## src/hw/rtl/assert_macros.svh

```systemverilog
// ----------------------------------------------------------------------------
// assert_macros.svh
// Concurrent assertion macros shared by the rtl; define ASSERT_OFF to drop them
// ----------------------------------------------------------------------------
`ifndef ASSERT_MACROS_SVH
`define ASSERT_MACROS_SVH

`ifndef ASSERT_OFF

// property that must hold at every clock edge outside reset
`define ASSERT_RST(name, clk, rst_n, prop, msg) \
  name: assert property (@(posedge clk) disable iff (!rst_n) (prop)) else $error(msg);

// non-overlapping implication from trigger to consequence, outside reset
`define ASSERT_NEXT(name, clk, rst_n, trig, cons, msg) \
  name: assert property (@(posedge clk) disable iff (!rst_n) (trig) |=> (cons)) else $error(msg);

`else

`define ASSERT_RST(name, clk, rst_n, prop, msg)
`define ASSERT_NEXT(name, clk, rst_n, trig, cons, msg)

`endif

`endif

```

## src/hw/rtl/bcdist_pkg.sv

```systemverilog
// ----------------------------------------------------------------------------
// bcdist_pkg
// Shared types and constants of the burst-fire cycle distributor
// ----------------------------------------------------------------------------
`default_nettype none

package bcdist_pkg;

  // mains cycles in one distribution period
  localparam logic [3:0] PERIOD = 4'd10;

  // field and state widths
  localparam int unsigned BYTE_W  = 8;
  localparam int unsigned ACCUM_W = 7;
  localparam int unsigned SHARE_W = 4;
  localparam int unsigned ERR_W   = 6;
  localparam int unsigned COUNT_W = 4;

  // full scale of the percentage
  localparam int unsigned PCT_FULL = 100;

  // ascii codes seen by the parser
  localparam logic [BYTE_W-1:0] CHAR_NEWLINE = 8'h0A;
  localparam logic [BYTE_W-1:0] CHAR_ZERO    = 8'h30;
  localparam logic [BYTE_W-1:0] CHAR_NINE    = 8'h39;

  // kind of input word
  typedef enum logic {
    OP_BYTE = 1'b0,
    OP_TICK = 1'b1
  } op_e;

endpackage

`default_nettype wire

```

## src/hw/rtl/bcdist_in_if.sv

```systemverilog
// ----------------------------------------------------------------------------
// bcdist_in_if
// Input channel: serial bytes and zero-cross ticks with valid/ready
// ----------------------------------------------------------------------------
`default_nettype none

interface bcdist_in_if import bcdist_pkg::*; ();

  logic              valid;
  logic              ready;
  op_e               operation;
  logic [BYTE_W-1:0] byte_value;

  modport source (output valid, output operation, output byte_value, input ready);
  modport sink   (input valid, input operation, input byte_value, output ready);

endinterface

`default_nettype wire

```

## src/hw/rtl/bcdist_out_if.sv

```systemverilog
// ----------------------------------------------------------------------------
// bcdist_out_if
// Output channel: gate bits for one mains cycle with valid/ready
// ----------------------------------------------------------------------------
`default_nettype none

interface bcdist_out_if;

  logic valid;
  logic ready;
  logic gate_a;
  logic gate_b;

  modport source (output valid, output gate_a, output gate_b, input ready);
  modport sink   (input valid, input gate_a, input gate_b, output ready);

endinterface

`default_nettype wire

```

## src/hw/rtl/bresenham_cycle_distributor.sv

```systemverilog
// ----------------------------------------------------------------------------
// bresenham_cycle_distributor
// Burst-fire distribution of mains cycles between two channels
//
// in_i carries one word per serial byte or per zero-cross tick. Bytes build a
// decimal percentage (saturated at 100); a newline splits the period of
// PERIOD mains cycles into share A = floor(percent*PERIOD/100) and share B.
// Each tick word yields one word on out_o with the two gate bits for that
// mains cycle, chosen by a Bresenham error term per channel. Bytes yield none.
// A tick's gate word is registered and shows up on out_o in the cycle after
// the tick is accepted. Throughput: one input word per cycle unless out_o stalls;
// all state updates are combinational, feeding the state and output registers.
// in_i.ready stays high while the output register is empty or being drained,
// so a new word enters in the same cycle that the old result leaves. When
// the receiver stalls with a result pending, ready drops and input waits.
// Reset clears the percentage, the shares, the error terms and the period
// counter and empties the output register; until the first newline both
// shares are zero.
// ----------------------------------------------------------------------------
`default_nettype none

`include "assert_macros.svh"

module bresenham_cycle_distributor import bcdist_pkg::*; (
  input  logic         clk_i,
  input  logic         rst_ni,
  bcdist_in_if.sink    in_i,
  bcdist_out_if.source out_o
);

  localparam int unsigned PROD_W  = ACCUM_W + SHARE_W;
  localparam int unsigned VALUE_W = ACCUM_W + 3;
  localparam logic signed [ERR_W-1:0] ERR_MAX = ERR_W'(2 * int'(PERIOD));
  localparam logic signed [ERR_W-1:0] ERR_MIN = -ERR_MAX;

  // initial error term 2*share - PERIOD
  function automatic logic signed [ERR_W-1:0] init_err(input logic [SHARE_W-1:0] share);
    init_err = $signed({1'b0, share, 1'b0}) - $signed({1'b0, PERIOD, 1'b0}) / 2;
  endfunction

  // error step when the channel fires: 2*(share - PERIOD)
  function automatic logic signed [ERR_W-1:0] fire_step(input logic [SHARE_W-1:0] share);
    fire_step = $signed({1'b0, share, 1'b0}) - $signed({1'b0, PERIOD, 1'b0});
  endfunction

  // error step when the channel idles: 2*share
  function automatic logic signed [ERR_W-1:0] idle_step(input logic [SHARE_W-1:0] share);
    idle_step = $signed({1'b0, share, 1'b0});
  endfunction

  logic [ACCUM_W-1:0]        accum_q, accum_d;
  logic                      stopped_q, stopped_d;
  logic [SHARE_W-1:0]        share_a_q, share_a_d;
  logic [SHARE_W-1:0]        share_b_q, share_b_d;
  logic signed [ERR_W-1:0]   err_a_q, err_a_d;
  logic signed [ERR_W-1:0]   err_b_q, err_b_d;
  logic [COUNT_W-1:0]        tick_q, tick_d;
  logic                      out_valid_q, out_valid_d;
  logic                      gate_a_q, gate_a_d;
  logic                      gate_b_q, gate_b_d;

  logic                      in_fire;
  logic [PROD_W-1:0]         prod;
  logic [SHARE_W-1:0]        share_new;
  logic [SHARE_W-1:0]        share_b_new;
  logic [VALUE_W-1:0]        digit_value;
  logic                      reload;
  logic signed [ERR_W-1:0]   base_a, base_b;
  logic                      fire_a, fire_b;

  // handshake: take a word whenever the output register is free or drains
  assign in_i.ready = !out_valid_q || out_o.ready;
  assign in_fire    = in_i.valid && in_i.ready;

  // share of channel A: largest k with percent*PERIOD >= 100*k
  assign prod = PROD_W'(accum_q) * PROD_W'(PERIOD);

  always_comb begin
    share_new = '0;
    for (int k = 1; k <= int'(PERIOD); k++) begin
      if (prod >= PROD_W'(PCT_FULL * k)) begin
        share_new = SHARE_W'(k);
      end
    end
  end

  assign share_b_new = PERIOD - share_new;

  // next decimal value from an incoming digit
  assign digit_value = VALUE_W'(accum_q) * VALUE_W'(10) + VALUE_W'(in_i.byte_value[3:0]);

  // bresenham step for both channels, reloading at the period wrap
  assign reload = (tick_q >= PERIOD);
  assign base_a = reload ? init_err(share_a_q) : err_a_q;
  assign base_b = reload ? init_err(share_b_q) : err_b_q;
  assign fire_a = !base_a[ERR_W-1];
  assign fire_b = !base_b[ERR_W-1];

  // state update for one accepted word
  always_comb begin
    accum_d   = accum_q;
    stopped_d = stopped_q;
    share_a_d = share_a_q;
    share_b_d = share_b_q;
    err_a_d   = err_a_q;
    err_b_d   = err_b_q;
    tick_d    = tick_q;
    if (in_fire) begin
      if (in_i.operation == OP_TICK) begin
        tick_d  = reload ? '0 : tick_q + COUNT_W'(1);
        err_a_d = base_a + (fire_a ? fire_step(share_a_q) : idle_step(share_a_q));
        err_b_d = base_b + (fire_b ? fire_step(share_b_q) : idle_step(share_b_q));
      end else if (in_i.byte_value == CHAR_NEWLINE) begin
        share_a_d = share_new;
        share_b_d = share_b_new;
        err_a_d   = init_err(share_new);
        err_b_d   = init_err(share_b_new);
        tick_d    = PERIOD;
        accum_d   = '0;
        stopped_d = 1'b0;
      end else if (in_i.byte_value inside {[CHAR_ZERO:CHAR_NINE]}) begin
        if (!stopped_q) begin
          accum_d = (digit_value > VALUE_W'(PCT_FULL)) ? ACCUM_W'(PCT_FULL)
                                                       : digit_value[ACCUM_W-1:0];
        end
      end else begin
        stopped_d = 1'b1;
      end
    end
  end

  // output register: load on a tick, empty when the word is taken
  always_comb begin
    out_valid_d = out_valid_q;
    gate_a_d    = gate_a_q;
    gate_b_d    = gate_b_q;
    if (out_o.ready) begin
      out_valid_d = 1'b0;
    end
    if (in_fire && in_i.operation == OP_TICK) begin
      out_valid_d = 1'b1;
      gate_a_d    = fire_a;
      gate_b_d    = fire_b;
    end
  end

  // control and state registers
  always_ff @(posedge clk_i or negedge rst_ni) begin
    if (!rst_ni) begin
      accum_q     <= '0;
      stopped_q   <= 1'b0;
      share_a_q   <= '0;
      share_b_q   <= '0;
      err_a_q     <= '0;
      err_b_q     <= '0;
      tick_q      <= '0;
      out_valid_q <= 1'b0;
    end else begin
      accum_q     <= accum_d;
      stopped_q   <= stopped_d;
      share_a_q   <= share_a_d;
      share_b_q   <= share_b_d;
      err_a_q     <= err_a_d;
      err_b_q     <= err_b_d;
      tick_q      <= tick_d;
      out_valid_q <= out_valid_d;
    end
  end

  // result payload
  always_ff @(posedge clk_i) begin
    gate_a_q <= gate_a_d;
    gate_b_q <= gate_b_d;
  end

  assign out_o.valid  = out_valid_q;
  assign out_o.gate_a = gate_a_q;
  assign out_o.gate_b = gate_b_q;

  // checks on the distributor state
  `ASSERT_RST(a_tick_range, clk_i, rst_ni, tick_q <= PERIOD, "period counter past PERIOD")
  `ASSERT_RST(a_accum_range, clk_i, rst_ni, accum_q <= ACCUM_W'(PCT_FULL), "percentage over 100")
  `ASSERT_RST(a_share_sum, clk_i, rst_ni, (5'(share_a_q) + 5'(share_b_q) == 5'(PERIOD)) || (share_a_q == '0 && share_b_q == '0), "shares do not split the period")
  `ASSERT_RST(a_err_range, clk_i, rst_ni, err_a_q >= ERR_MIN && err_a_q <= ERR_MAX && err_b_q >= ERR_MIN && err_b_q <= ERR_MAX, "error term out of range")
  `ASSERT_NEXT(a_tick_result, clk_i, rst_ni, in_fire && in_i.operation == OP_TICK, out_valid_q, "tick gave no result")

endmodule

`default_nettype wire

```

## src/flat_wrapper.sv

```systemverilog
// flat-port wrapper written by rule: the top's interface ports become plain ports
module bresenham_cycle_distributor_flat import bcdist_pkg::*;
  (clk_i, rst_ni, in_i_valid, in_i_operation, in_i_byte_value, in_i_ready, out_o_valid, out_o_gate_a, out_o_gate_b, out_o_ready);
  bcdist_in_if in_i_i ();
  bcdist_out_if out_o_i ();
  input  logic clk_i;
  input  logic rst_ni;
  input wire logic [$bits(in_i_i.valid)-1:0] in_i_valid;
  input wire logic [$bits(in_i_i.operation)-1:0] in_i_operation;
  input wire logic [$bits(in_i_i.byte_value)-1:0] in_i_byte_value;
  output wire logic [$bits(in_i_i.ready)-1:0] in_i_ready;
  output wire logic [$bits(out_o_i.valid)-1:0] out_o_valid;
  output wire logic [$bits(out_o_i.gate_a)-1:0] out_o_gate_a;
  output wire logic [$bits(out_o_i.gate_b)-1:0] out_o_gate_b;
  input wire logic [$bits(out_o_i.ready)-1:0] out_o_ready;
  assign in_i_i.valid = in_i_valid;
  assign in_i_i.operation = in_i_operation;
  assign in_i_i.byte_value = in_i_byte_value;
  assign in_i_ready = in_i_i.ready;
  assign out_o_valid = out_o_i.valid;
  assign out_o_gate_a = out_o_i.gate_a;
  assign out_o_gate_b = out_o_i.gate_b;
  assign out_o_i.ready = out_o_ready;
  bresenham_cycle_distributor u_core (.clk_i(clk_i), .rst_ni(rst_ni), .in_i(in_i_i), .out_o(out_o_i));
endmodule
```

## config.mk

```make
export PLATFORM = sky130hd
export DESIGN_NAME = bresenham_cycle_distributor_flat
export DESIGN_NICKNAME = d
export VERILOG_FILES = /design/src/hw/rtl/bcdist_pkg.sv /design/src/hw/rtl/bcdist_in_if.sv /design/src/hw/rtl/bcdist_out_if.sv /design/src/hw/rtl/bresenham_cycle_distributor.sv /design/src/flat_wrapper.sv
export VERILOG_INCLUDE_DIRS = /design/src /design/src/hw/rtl
export SDC_FILE = /design/constraint.sdc
export NUM_CORES = 1
export LEC_CHECK = 0
export CAP_MARGIN = 20
export CORE_ASPECT_RATIO = 1.2
export CORE_MARGIN = 2
export CORE_UTILIZATION = 59
export CTS_CLUSTER_SIZE = 16
export DETAILED_ROUTE_END_ITERATION = 7
export DONT_BUFFER_PORTS = 1
export GPL_TIMING_DRIVEN = 1
export HOLD_SLACK_MARGIN = 0.12
export PLACE_DENSITY = 0.78
export SLEW_MARGIN = 0
export SYNTH_ARGS = -nofsm -noshare
export SYNTH_HDL_FRONTEND = slang
export SYNTH_SLANG_ARGS = --single-unit
```

## constraint.sdc

```tcl
create_clock -name clk_i -period 4.4 [get_ports clk_i]
set_clock_uncertainty 0.1 [all_clocks]
set_input_delay 0.88 -clock clk_i [delete_from_list [all_inputs] [get_ports clk_i]]
set_output_delay 0.88 -clock clk_i [all_outputs]
set_load 0.005 [all_outputs]
```

### After elaboration in Yosys (flattened, before gate mapping)

Index checks and enable logic that the tools add are counted.

* input port bits: 13
* memories: 0
* bits in read-only memories: 0
* memory bits (writable): 0
* flip-flop bits (word level): 35
* output and inout bits: 4
* latch bits: 0

* shifts and indexed selects: 0
* $mul: 2
* $add $sub $neg: 11
* divide/modulo/power cells: 0
* reduce and logical (&&, ||, !) cells: 14
* magnitude comparators: 14
* equal/unequal tests: 3
* muxes and demuxes: 29
* bitwise gates (word level): 1

Operators with widths (number)
* >= comparator 11 x 10 -> 1 bit, second input constant: 5
* two-way mux 4 bit: 12
* two-way mux 6 bit: 8
* >= comparator 11 x 9 -> 1 bit, second input constant: 3
* two-way mux 7 bit: 4
* subtractor 5 x 4 -> 6 bit, second input constant: 4
* adder 6 bit: 2
* subtractor 5 x 5 -> 6 bit, second input constant: 2
* >= comparator 11 x 7 -> 1 bit, second input constant: 1
* >= comparator 11 x 8 -> 1 bit, second input constant: 1
* adder 10 x 4 -> 10 bit: 1
* greater-than comparator 10 x 7 -> 1 bit, second input constant: 1
* multiplier 7 x 3 -> 10 bit, second input constant: 1
* multiplier 7 x 3 -> 9 bit, second input constant: 1
* equality test 8 x 4 -> 1 bit, second input constant: 1
* >= comparator 8 x 6 -> 1 bit, second input constant: 1
* less-or-equal comparator 8 x 6 -> 1 bit, second input constant: 1
* AND reduction 3 bit: 2
* nonzero test 2 bit: 3
* two-way mux 1 bit: 5
* adder 4 x 1 -> 4 bit, second input constant: 1
* >= comparator 4 bit, second input constant: 1
* AND reduction 4 bit: 1
* subtractor 4 bit, first input constant: 1
* other kinds (7): 11

### Depth between registers and ports, before layout

* depth in word-level cells: 16
* mapped depth: 18
* gate-level depth less buffers: 17

### Worst setup path before layout

No wires, ideal clock.

* path type: flip-flop to flip-flop
* from: reg u_core.accum_q[1]
* to: reg u_core.err_b_q[4]
* setup slack: 179 ps
* clock period less this slack: 4221 ps
* path buffers: 1
* data arrival time: 4001 ps
* setup time: 120 ps
* stages on the path, launching flop included: 19
* required time: 4180 ps
* path through: dfrtp_1 -> ha_1 -> ha_1 -> fa_1 -> buf_4 -> a211o_2 -> nand2_1 -> and2_4 -> nand3_1 -> nor2b_1 -> a22o_1 -> a21o_1 -> inv_1 -> ha_1 -> and3b_1 -> and2_1 -> o311ai_0 -> o311a_1 -> nand2_1

* elaborated cells on any way between the ends: 25
* classes of those cells: add/sub: 2; mul: 1; order compare: 10; mux: 12

RTL lines
* from (decl): line bresenham_cycle_distributor.sv:51 `logic [ACCUM_W-1:0] accum_q, accum_d;`
* from (signal assigned): line bresenham_cycle_distributor.sv:159 `accum_q <= accum_d;`
* multiplier 7 x 3 -> 10 bit (*): line bresenham_cycle_distributor.sv:76 `assign prod = PROD_W'(accum_q) * PROD_W'(PERIOD);`
* >= comparator 11 x 8 -> 1 bit: line bresenham_cycle_distributor.sv:81 `if (prod >= PROD_W'(PCT_FULL * k)) begin`
* two-way mux 4 bit (8 in a row): line bresenham_cycle_distributor.sv:81
* two-way mux 4 bit (*): line bresenham_cycle_distributor.sv:81
* named net u_core.share_new[1]: line bresenham_cycle_distributor.sv:64 `logic [SHARE_W-1:0] share_new;`
* subtractor 4 bit (*): line bresenham_cycle_distributor.sv:87 `assign share_b_new = PERIOD - share_new;`
* subtractor 5 x 4 -> 6 bit (*): line bresenham_cycle_distributor.sv:38 `init_err = $signed({1'b0, share, 1'b0}) - $signed({1'b0, PERIOD, 1'b0}) / 2;`
* two-way mux 6 bit (*): line bresenham_cycle_distributor.sv:113 `end else if (in_i.byte_value == CHAR_NEWLINE) begin`
* two-way mux 6 bit (*): line bresenham_cycle_distributor.sv:109 `if (in_i.operation == OP_TICK) begin`
* to (signal assigned): line bresenham_cycle_distributor.sv:164 `err_b_q <= err_b_d;`
* to (decl): line bresenham_cycle_distributor.sv:56 `logic signed [ERR_W-1:0] err_b_q, err_b_d;`

Mark *: on every way through the listed nets, which the timed path passes. The rest lies on a longest branch. The select of a mux whose other input is x is not followed.
A chain may end at the register's enable or synchronous reset.

### Worst setup path after layout

* from: reg u_core.accum_q[3]
* to: reg u_core.err_b_q[4]

* longest elaborated chain between the ends: 16
* elaborated cells on any way between the ends: 25
* classes of those cells: add/sub: 2; mul: 1; order compare: 10; mux: 12

Ends and longest elaborated chain
* multiplier 7 x 3 -> 10 bit (*): line bresenham_cycle_distributor.sv:76
* >= comparator 11 x 7 -> 1 bit: line bresenham_cycle_distributor.sv:81
* two-way mux 1 bit: line bresenham_cycle_distributor.sv:81
* two-way mux 4 bit (8 in a row): line bresenham_cycle_distributor.sv:81
* two-way mux 4 bit (*): line bresenham_cycle_distributor.sv:81
* subtractor 4 bit (*): line bresenham_cycle_distributor.sv:87
* named net u_core.share_b_new[0]: line bresenham_cycle_distributor.sv:65 `logic [SHARE_W-1:0] share_b_new;`
* subtractor 5 x 4 -> 6 bit (*): line bresenham_cycle_distributor.sv:38
* two-way mux 6 bit (*): line bresenham_cycle_distributor.sv:113
* two-way mux 6 bit (*): line bresenham_cycle_distributor.sv:109

Marks and branches as above.

==> results by group <==
Detailed routing
  – Via count: ~2,900
  – Routed len/inst: 17.4 um
  – DR vias/cell: about 6.4
  – Iter 0 DRT Violations: 184
  – Post-route ant nets: 0
  – Drt first pass iters: 4
  – Drt drc: 0
  – Final wirelength: just under 8000 um

Timing
  – Final setup fails: 0
  – FMAX: 0.237 GHz
  – Final hold vios: 0
  – Setup tns final: 0 ps
  – Worst Slack Setup Final: around 190 ps
  – Final min period: around 4200 ps
  – Slew @ Worst Pin: 713 ps
  – Final period util: 0.957
  – Slew HR: 0.523
  – Final Max Slew Viols: 0

Yosys
  – Top FF cell, synth: dfrtp_1
  – Share of the synthesized area in the top cell type: 0.228
  – Sequential-to-total area share from yosys stat: 0.247
  – Syn nets: roughly 440
  – Syn_area_per_cell: about 8.6 sq um
  – Post-Syn Area: between 0.003 and 0.004 sq mm
  – Synth top area cells: dfrtp_1 23%, ha_1 14%, a21oi_1 4.6%
  – FF+latch count, synth: 32
  – Top post-synthesis cells by count: 38 x ha_1, 35 x nand2_1, 30 x a21oi_1, 30 x dfrtp_1, 30 x nor2_1
  – Cell count after synthesis: between 300 and 400
  – Async SR Flop Fraction: 0.938
  – Netlist cell types: just over 70
  – Area leader, netlist: dfrtp_1
  – Post-synth EDFFs: 2
  – Synthesis Warnings: 0
  – Count leader, synth: ha_1

Die
  – Die footprint: between 0.006 and 0.007 sq mm
  – Row count: 29
  – Die height: ~86 um
  – Core ar.: between 0.005 and 0.006 sq mm
  – Ports: 17
  – Initial Util: 0.616
  – Die Wd: between 70 and 80 um

Pwr
  – Pwr/cell area: between 400 and 500 mW/mm^2
  – Flop pwr share: 0.260
  – Leak: between 0.0015 and 0.002 uW
  – Worst VDD drop: 0.257 mV
  – Clock group share of total power: 0.179
  – Design Power: between 1500 and 2000 uW
  – Cell-internal power: roughly 940 uW
  – Comb pwr share: 0.561
  – Net switching share of the total power: 0.415
  – P_sw: ~670 uW

CTS
  – Clk_lat worst skew: approximately 300 ps
  – CTS Root Buffer Type: clkbuf_8
  – Clock sink count: 32
  – CTS clk-pin slew, worst paths: approximately 80 ps
  – Cts hold-fix bufs: 0
  – CTS max path bufs: 2
  – Num CTS Buffers: 5
  – CTS tree: yes
  – Htree depth: 2

GRT
  – GRT overflow: 0
  – Wire length of the first global-routing pass: 13,000 um
  – Initial antenna violation count: 0
  – Pin count of the biggest net entering global routing: 31
  – Overall Global Routing Usage: 0.264
  – Vias in the first global route: approximately 2,800

Worst setup path
  – Worst r2r src: u_core.accum_q[3]
  – Worst endpoint data arrival time: 4340 ps
  – Crit path capture type: register
  – CP Capture Point: u_core.err_b_q[4]
  – Crit path from: u_core.accum_q[3]
  – Critical path class: register to register
  – FF-to-FF End: u_core.err_b_q[4]
  – Critical path startpoint category: register
  – Reg2reg setup slack: approximately 190 ps
  – Worst reg2reg path depth: 17
  – Critical Path RT: 4530 ps
  – CP max FO: 7

Cells and area
  – Core Util, Final: 0.662
  – Area Growth Syn to Fin: 7.31%
  – Fin cells: about 450
  – Fillers: 449
  – Multi-input gate area: roughly 0.0023 sq mm
  – Diodes inserted: 0
  – Nets: between 400 and 500
  – Share of cells above drive strength 1: 0.127
  – Register Area: around 810 sq um

Flow run
  – Max cap viols: 0

Hold path
  – Hold Crit Class: input pin to asynchronous set/reset pin

Place
  – # port buffers: 0
  – Dpl cells: 440
  – Place WS: 103 ps
  – Global placer's final weighted congestion: ~0.92
  – DPL Wire Length: just under 6000 um

Status
  – Run status: completed
==> cell families (layout without fill, tap and decap cells) <==
group | Yosys count | after routing | share of synthesized area
adders and majority gates | 42 | 42 | 0.169
DFF | 32 | 32 | 0.247
and+or+nand+nor | 107 | 107 | 0.157
muxes | 3 | 3 | 0.0129
AOI/OAI and AO/OA | 130 | 130 | 0.280
buffers and inverters | 42 | 46 | 0.0601
xor gates and xnor gates | 26 | 26 | 0.0738
==> how the worst min path moves through the flow <==
stage | startpoint | endpoint | cells after the start
final | rst_ni | u_core.tick_q[0] | 0
after floorplan | u_core.err_b_q[2] | u_core.err_b_q[2] | 2
after global routing | rst_ni | u_core.tick_q[2] | 0
after detailed placement | u_core.err_a_q[4] | u_core.err_a_q[4] | 1
after global placement | u_core.err_b_q[2] | u_core.err_b_q[2] | 2
after CTS | rst_ni | u_core.tick_q[0] | 0
==> state kept, by name, indices dropped and copies added (netlist names) <==
name and flops:
u_core.accum_q 7, u_core.err_a_q 5, u_core.err_b_q 5, u_core.out_o.gate_a 1
u_core.out_o.gate_b 1, u_core.out_o.valid 1, u_core.share_a_q 3, u_core.share_b_q 4
u_core.stopped_q 1, u_core.tick_q 4
==> final cells by class <==
type | count | share of cell area
clock buffers | 5 | 0.0195
clock inverters | 3 | 0.0121
inverters | 26 | 0.0277
multi-input cells | 308 | 0.663
flip-flops and latches | 32 | 0.230
well taps | 62 | 0.0220
repair buffers | 12 | 0.0255
==> cells in the final DEF (no fill, tap or decap), types with 5 or more instances in the layout <==
master,instances
a21oi_1,30
clkbuf_8,5
a21o_1,9
o21ai_0,25
xnor2_1,16
ha_1,37
nand2_1,34
buf_4,12
nor2_1,30
a31oi_1,11
nand3_1,10
xor2_1,7
dfrtp_1,30
inv_1,25
a211oi_1,5
==> power groups by stage <==
stage | clock [uW] | sequential [uW] | combinational, uW
2_1_floorplan | 0 | 409 | 712
3_3_place_gp | 0 | 420 | 854
3_5_place_dp | 0 | 423 | 877
4_1_cts | 291 | 417 | 896
5_1_grt | 297 | 427 | 1020
6_report | 288 | 419 | 903
==> worst max-delay path, cell delays in order, from the launching register on <==
cell,delay [ps]
dfrtp_1,400
ha_1,280
ha_1,260
fa_2,400
buf_4,190
a211oi_4,240
o21ai_2,150
and2_4,190
a22o_1,220
a311o_2,420
o21ai_1,110
a31o_4,220
inv_1,50
ha_1,240
xor2_2,210
nand2_1,90
o311a_1,330
nand2_1,60
==> metrics by stage <==
step / hold slack [ps] / cell area, sq um
3_5_place_dp: 399 / 3360
2_1_floorplan: 376 / 3290
4_1_cts: 162 / 3470
3_3_place_gp: 397 / 3360
6_report: 169 / 3530
5_1_grt: 162 / 3530
==> per-layer routing <==
| metal | GRT usage | part of all wire | vias to the layer above | wire length (um) |
|---|---|---|---|---|
| li1 | - | - | 1396 | - |
| met4 | 0.0755 | 0.023 | 0 | 177 |
| met1 | 0.327 | 0.42 | 1373 | 3290 |
| met2 | 0.470 | 0.52 | 63 | 4090 |
| met5 | 0 | 0 | - | 0 |
| met3 | 0.0364 | 0.030 | 18 | 236 |
==> timing repair <==
| item | in CTS | in global routing |
|---|---|---|
| setup buffers | 0 | 0 |
| gates resized for setup | 0 | 11 |
| setup endpoints to repair | 0 | 2 |
(Power assumes the default switching activity.)
